--- src/design/tt_ram.sv ---
module tt_ram #(
    parameter int WIDTH = 8,
    parameter int DEPTH = 32
) (
    input  logic                     clk,
    input  logic                     we,
    input  logic [$clog2(DEPTH)-1:0] waddr,
    input  logic [WIDTH-1:0]         wdata,
    input  logic [$clog2(DEPTH)-1:0] raddr,
    output logic [WIDTH-1:0]         rdata
);
    logic [WIDTH-1:0] mem [DEPTH];

    always_ff @(posedge clk)
    begin
        if (we)
        begin
            mem[waddr] <= wdata;
        end
        rdata <= mem[raddr];
    end
endmodule

--- config.mk ---
export PLATFORM = sky130hd
export DESIGN_NAME = tt_ram
export DESIGN_NICKNAME = d
export VERILOG_FILES = /design/src/design/tt_ram.sv
export SDC_FILE = /design/constraint.sdc
export NUM_CORES = 1
export LEC_CHECK = 0
export BUFFER_PORTS_ARGS = -buffer_cell sky130_fd_sc_hd__buf_2
export CORE_MARGIN = 1.5
export CORE_UTILIZATION = 40
export DETAILED_ROUTE_END_ITERATION = 7
export GPL_TIMING_DRIVEN = 0
export HOLD_SLACK_MARGIN = 0.08
export MAX_ROUTING_LAYER = met4
export SLEW_MARGIN = 20
export SYNTH_ARGS = -nofsm -noshare
export SYNTH_HDL_FRONTEND = slang
export SYNTH_SLANG_ARGS = --single-unit
--- constraint.sdc ---
create_clock -name clk -period 5.3 [get_ports clk]
set_input_delay 0.265 -clock clk [delete_from_list [all_inputs] [get_ports clk]]
set_output_delay 0.265 -clock clk [all_outputs]
set_load 0.01 [all_outputs]
==> flow_metrics.py, run 1 <==
metrics = {
    "cts": {
        "cts_hold_buf": 0,
        "cts_setup_buffers": 0,
        "clock_path_buffers": 3,
        "clockRootBuffer": "clkbuf_16",
        "cts_resized": 0,
        "insertion_delay_ps": 540,
        "cts_sinks": 264,
        "htree_levels": 1,
        "clk_pin_slew_worst_paths_ps": 60,
        "cts_tree": "yes",
        "cts_made_buffers": 27,
    },
    "synth": {
        "synth_seq_area_share_pct": 78.1,
        "syn-num-nets": 437,
        "syn_area_mm2": 0.0101,
        "synthCells": 417,
        "avgSynthCellArea_um2": 24.1,
        "ys_types": 15,
        "synth-seq-cells": 264,
        "ys.warnings.count": 0,
    },
    "global_routing": {
        "overflow": 0,
        "antenna_found_initial": 0,
        "grt_usage_pct": 16.7,
        "grt_pass1_wl_mm": 30.3,
        "grt_max_degree": 33,
        "grt_pass1_vias": 4653,
    },
    "floorplanning": {
        "die_x_um": 162,
        "die-area_mm2": 0.0261,
        "core_mm2": 0.0245,
        "die_h_um": 162,
        "pin_count": 28,
        "start_util_pct": 41.1,
        "rows": 57,
    },
    "drt": {
        "via_count": 4432,
        "avgRoutedWirePerCell_um": 25.1,
        "drt-initial-drc-count": 449,
        "ant_nets": 0,
        "drt-total-wl_mm": 20.4,
        "vias_per_cell": 5.45,
        "first_pass_iters": 4,
        "route.detailed.drc": 0,
    },
    "setup_path": {
        "arrival_ps": 2630,
        "cp_top_family": "multiplexers",
        "worstPathRequired_ps": 5710,
        "worst_path_max_delay_cell": "clkbuf_1",
        "critPathMaxStageDelay_ps": 600,
        "cp_cell_sequence": "clkbuf_1 -> clkbuf_1 -> mux4_2 -> mux4_2 -> mux2_2",
        "crit_fanout": 10,
        "reg2regPathDepth": 3,
        "cp.depth": 5,
        "critPathLaunchType": "primary input",
        "critPathCaptureType": "register",
        "critical_path_class": "primary input to register",
        "crit_buf_inv": 2,
    },
    "power_and_ir_drop": {
        "intPower_uw": 3430,
        "netSwitchingPower_uw": 886,
        "swShare_pct": 20.5,
        "p_clk_share_pct": 40.9,
        "p_leak_uw": 0.00351,
        "pwr-share-comb_pct": 5.2,
        "power_density_mw_per_mm2": 379,
        "peakVddDrop_v": 0.000271,
        "seqPwrFrac_pct": 54.0,
    },
    "timing": {
        "tns_ps": 0,
        "finalCriticalPeriod_ps": 2220,
        "hold_violations": 0,
        "holdWs_ps": 260,
        "finalClockSkew_ps": 23.5,
        "timing.fmax_mhz": 449,
        "period_share_pct": 42.0,
        "setup_viol_count_final": 0,
        "slew_viol_final": 0,
        "worst_slew_pin_slew_ps": 903,
        "timing.max_slew.rel_slack_pct": 39.6,
        "rsz0062_at_grt": "false",
    },
    "placed_design": {
        "dpl.hpwl_mm": 13.1,
        "dpl_cell_area_mm2": 0.0106,
        "gp_congestion": 0.755,
        "placed_cells": 763,
        "io_buffers": 22,
    },
    "layout": {
        "layout-drive-gt1-share_pct": 32.5,
        "diodes": 0,
        "nNetsFinal": 488,
        "stdcell_count": 813,
        "final_common_cell": "edfxtp_1",
        "fin_area_mm2": 0.0114,
        "area_growth_pct": 13.3,
        "layout_common_cells": "256 x edfxtp_1, 80 x mux4_2, 33 x nor2_1",
        "nFillCells": 2004,
    },
    "worst_hold_path": {
        "hold-path-cell-count": 1,
        "min_path_type": "primary input to register",
    },
    "status": {
        "status": "finished clean",
    },
    "run": {
        "drv_cap": 0,
    },
}
## flip-flops by register name, indices dropped and copies added (netlist names)
register / cells
mem: 256
rdata: 8
## worst register-to-register path, stage by stage (launching register included)
cell and delay [ps]:
edfxtp_1 360, mux4_2 530, mux4_2 540, mux2_2 300
## stage by stage
step / setup slack (ps) / util, % / power (uW)
floorplan: 3230 / - / 2500
detailed placement: 2530 / 43.2 / 2600
finish: 3080 / 46.6 / 4320
global route: 2990 / 46.6 / 4440
CTS: 3070 / 46.6 / 4350
global placement: 2510 / 43.2 / 2590
## synthesized netlist by cell type, drive strengths merged
cell type  count  area, um2
mux4          80       1800
buf           14       83.8
clkbuf         6       22.5
or3            1       6.26
nor2          33        124
or3b           3       26.3
mux2           8       90.1
nand3b         5       37.5
nand2          1       3.75
edfxtp       256       7690
nand3          2       10.0
dfxtp          8        160
## metal layers
layer | share of wire [%] | routed length (um) | track usage, %
met1 | 45 | 9240 | 23.7
met2 | 46 | 9410 | 24.2
met3 | 6.9 | 1400 | 3.95
met4 | 1.7 | 341 | 4.50
met5 | 0 | 0 | -
## power by group through the flow
stage / Combinational, uW / Sequential (uW) / Clock (uW)
6_report: 223 / 2330 / 1760
5_1_grt: 239 / 2330 / 1870
4_1_cts: 227 / 2330 / 1800
3_5_place_dp: 226 / 2370 / 0
3_3_place_gp: 221 / 2370 / 0
2_1_floorplan: 124 / 2380 / 0
## area by class of cell
| type | count | area, um2 | share of cell area [%] |
|---|---|---|---|
| flip-flops and latches | 264 | 7850 | 68.9 |
| multi-input cells | 133 | 2100 | 18.4 |
| clock buffers | 44 | 790 | 6.93 |
| well taps | 324 | 405 | 3.56 |
| repair buffers | 22 | 110 | 0.967 |
| plain buffers | 20 | 106 | 0.934 |
| clock inverters | 6 | 33.8 | 0.297 |
## cells by family (layout without fill, tap and decap cells)
family,count (synthesis),count (layout),share of synthesized area [%]
mux,88,88,18.8
flops,264,264,78.1
simple gates,45,45,2.07
buf+inv,20,92,1.06
## path summary, 6_finish.rpt
check                                start          to  slack [ps]
worst max-delay path              raddr[2]    rdata[2]        3080
worst min-delay path              wdata[5]  mem[21][5]         260
worst max register to register  mem[21][1]    rdata[1]        3440
worst min register to register  mem[13][5]    rdata[5]         930
No activity file was read; power rests on OpenSTA's default activity.
==> inputs of run 2 (changes only) <==
- clock period: 5.3 -> 2.1 ns (I/O delays scaled with it)
==> run 2 against run 1 <==
Die area stayed put. Clock skew is 4.8 ps lower. First-iteration DRC count stayed put. Clock power grew to 2.5 times the previous value. Flip-flop and latch count stayed put. Worst hold slack worse by 160 ps. Total power grew to 2.5 times the previous value. Global-route usage hardly changed. Setup slack worse by 3000 ps. Via count is 0.95% lower. Largest cell class unchanged.
==> flow_metrics.py, run 2 (same netlist as run 1, synthesis figures left out) <==
metrics = {
    "status": {
        "status": "finished clean",
    },
    "drt": {
        "ant_nets": 0,
        "vias_per_cell": 5.39,
        "route.detailed.drc": 0,
        "via_count": 4390,
        "drt-initial-drc-count": 449,
        "first_pass_iters": 4,
        "drt-total-wl_mm": 20.4,
        "avgRoutedWirePerCell_um": 25.0,
    },
    "timing": {
        "holdWs_ps": 97.8,
        "timing.max_slew.rel_slack_pct": 40.2,
        "finalClockSkew_ps": 18.6,
        "hold_violations": 0,
        "setup_viol_count_final": 0,
        "period_share_pct": 95.1,
        "worst_slew_pin_slew_ps": 893,
        "fin_ws_ps": 102,
        "finalCriticalPeriod_ps": 2000,
        "rsz0062_at_grt": "false",
        "timing.fmax_mhz": 501,
        "slew_viol_final": 0,
    },
    "global_routing": {
        "grt_max_degree": 33,
        "grt_usage_pct": 16.7,
        "overflow": 0,
        "grt_pass1_vias": 4665,
        "grt_pass1_wl_mm": 30.3,
        "antenna_found_initial": 0,
    },
    "floorplanning": {
        "rows": 57,
        "die_x_um": 162,
        "core_mm2": 0.0245,
        "start_util_pct": 41.1,
        "die-area_mm2": 0.0261,
        "die_h_um": 162,
        "pin_count": 28,
    },
    "layout": {
        "area_growth_pct": 13.5,
        "largest_reg_flops": 256,
        "diodes": 0,
        "stdcell_count": 814,
        "largestRegisters": "mem x256, rdata x8",
        "final_common_cell": "edfxtp_1",
        "regMostFlops": "mem",
        "layout-drive-gt1-share_pct": 33.1,
        "nNetsFinal": 489,
        "layout_common_cells": "256 x edfxtp_1, 80 x mux4_2, 33 x nor2_1",
    },
    "placed_design": {
        "dpl.hpwl_mm": 13.1,
        "io_buffers": 22,
        "placed_cells": 763,
        "gp_congestion": 0.755,
        "place_ws_ps": -513,
    },
    "cts": {
        "clock_path_buffers": 3,
        "cts_tree": "yes",
        "clockRootBuffer": "clkbuf_16",
        "clk_pin_slew_worst_paths_ps": 60,
        "cts_setup_buffers": 0,
        "insertion_delay_ps": 540,
        "htree_levels": 1,
        "cts_sinks": 264,
        "cts_made_buffers": 27,
    },
    "setup_path": {
        "worstPathRequired_ps": 2510,
        "crit_fanout": 10,
        "critPathLaunchType": "primary input",
        "arrival_ps": 2410,
        "critPathCaptureType": "register",
        "critical_path_class": "primary input to register",
    },
    "run": {
        "drv_cap": 0,
    },
    "power_and_ir_drop": {
        "p_leak_uw": 0.00353,
        "power_density_mw_per_mm2": 955,
        "p_total_uw": 10900,
        "peakVddDrop_v": 0.000682,
    },
    "worst_hold_path": {
        "min_path_type": "primary input to register",
    },
}
==> run 2: path summary, 6_finish.rpt <==
path	cells after the start	startpoint	end	slack, ps
setup / recovery	5	raddr[2]	rdata[3]	100
hold / removal	1	wdata[5]	mem[21][5]	100
setup reg to reg	3	mem[21][1]	rdata[1]	240
hold reg to reg	3	mem[13][5]	rdata[5]	930
==> run 2: routing by layer <==
metal | part of all wire, % | GRT usage [%] | up-vias
li1 | - | - | 1883
met4 | 1.7 | 4.50 | 0
met3 | 6.9 | 3.95 | 26
met5 | 0 | - | -
met1 | 45 | 23.7 | 2348
met2 | 46 | 24.3 | 133
==> run 2: critical path, stage by stage <==
cell      delay (ps)
clkbuf_1         450
clkbuf_1         590
mux4_2           430
mux4_2           500
mux2_2           310
==> run 2: cell type report <==
type                       count  area, um2
fill                        2003      13100
timing repair buffer          23        120
tap                          324        405
clock inverter                 6       33.8
clock buffer                  44        790
sequential                   264       7850
buffer                        20        110
multi-input combinational    133       2100
==> run 2: through the flow <==
stage	instance area (um2)	setup TNS [ps]	utilization (%)
after detailed placement	10600	-3920	43.2
after floorplan	10100	0	-
after global placement	10600	-3960	43.2
after global routing	11400	0	46.6
final	11400	0	46.6
after CTS	11400	0	46.6
==> run 2: what timing repair did <==
action,CTS,global route
hold buffers,1,0
gates resized for setup,0,4
endpoints found under the hold margin,12,0
endpoints found under the setup margin,0,3
==> run 2: power breakdown <==
group | switching [uW] | total, uW | internal [uW]
logic | 325 | 565 | 240
registers | 17.8 | 5880 | 5860
clock network | 1900 | 4450 | 2560
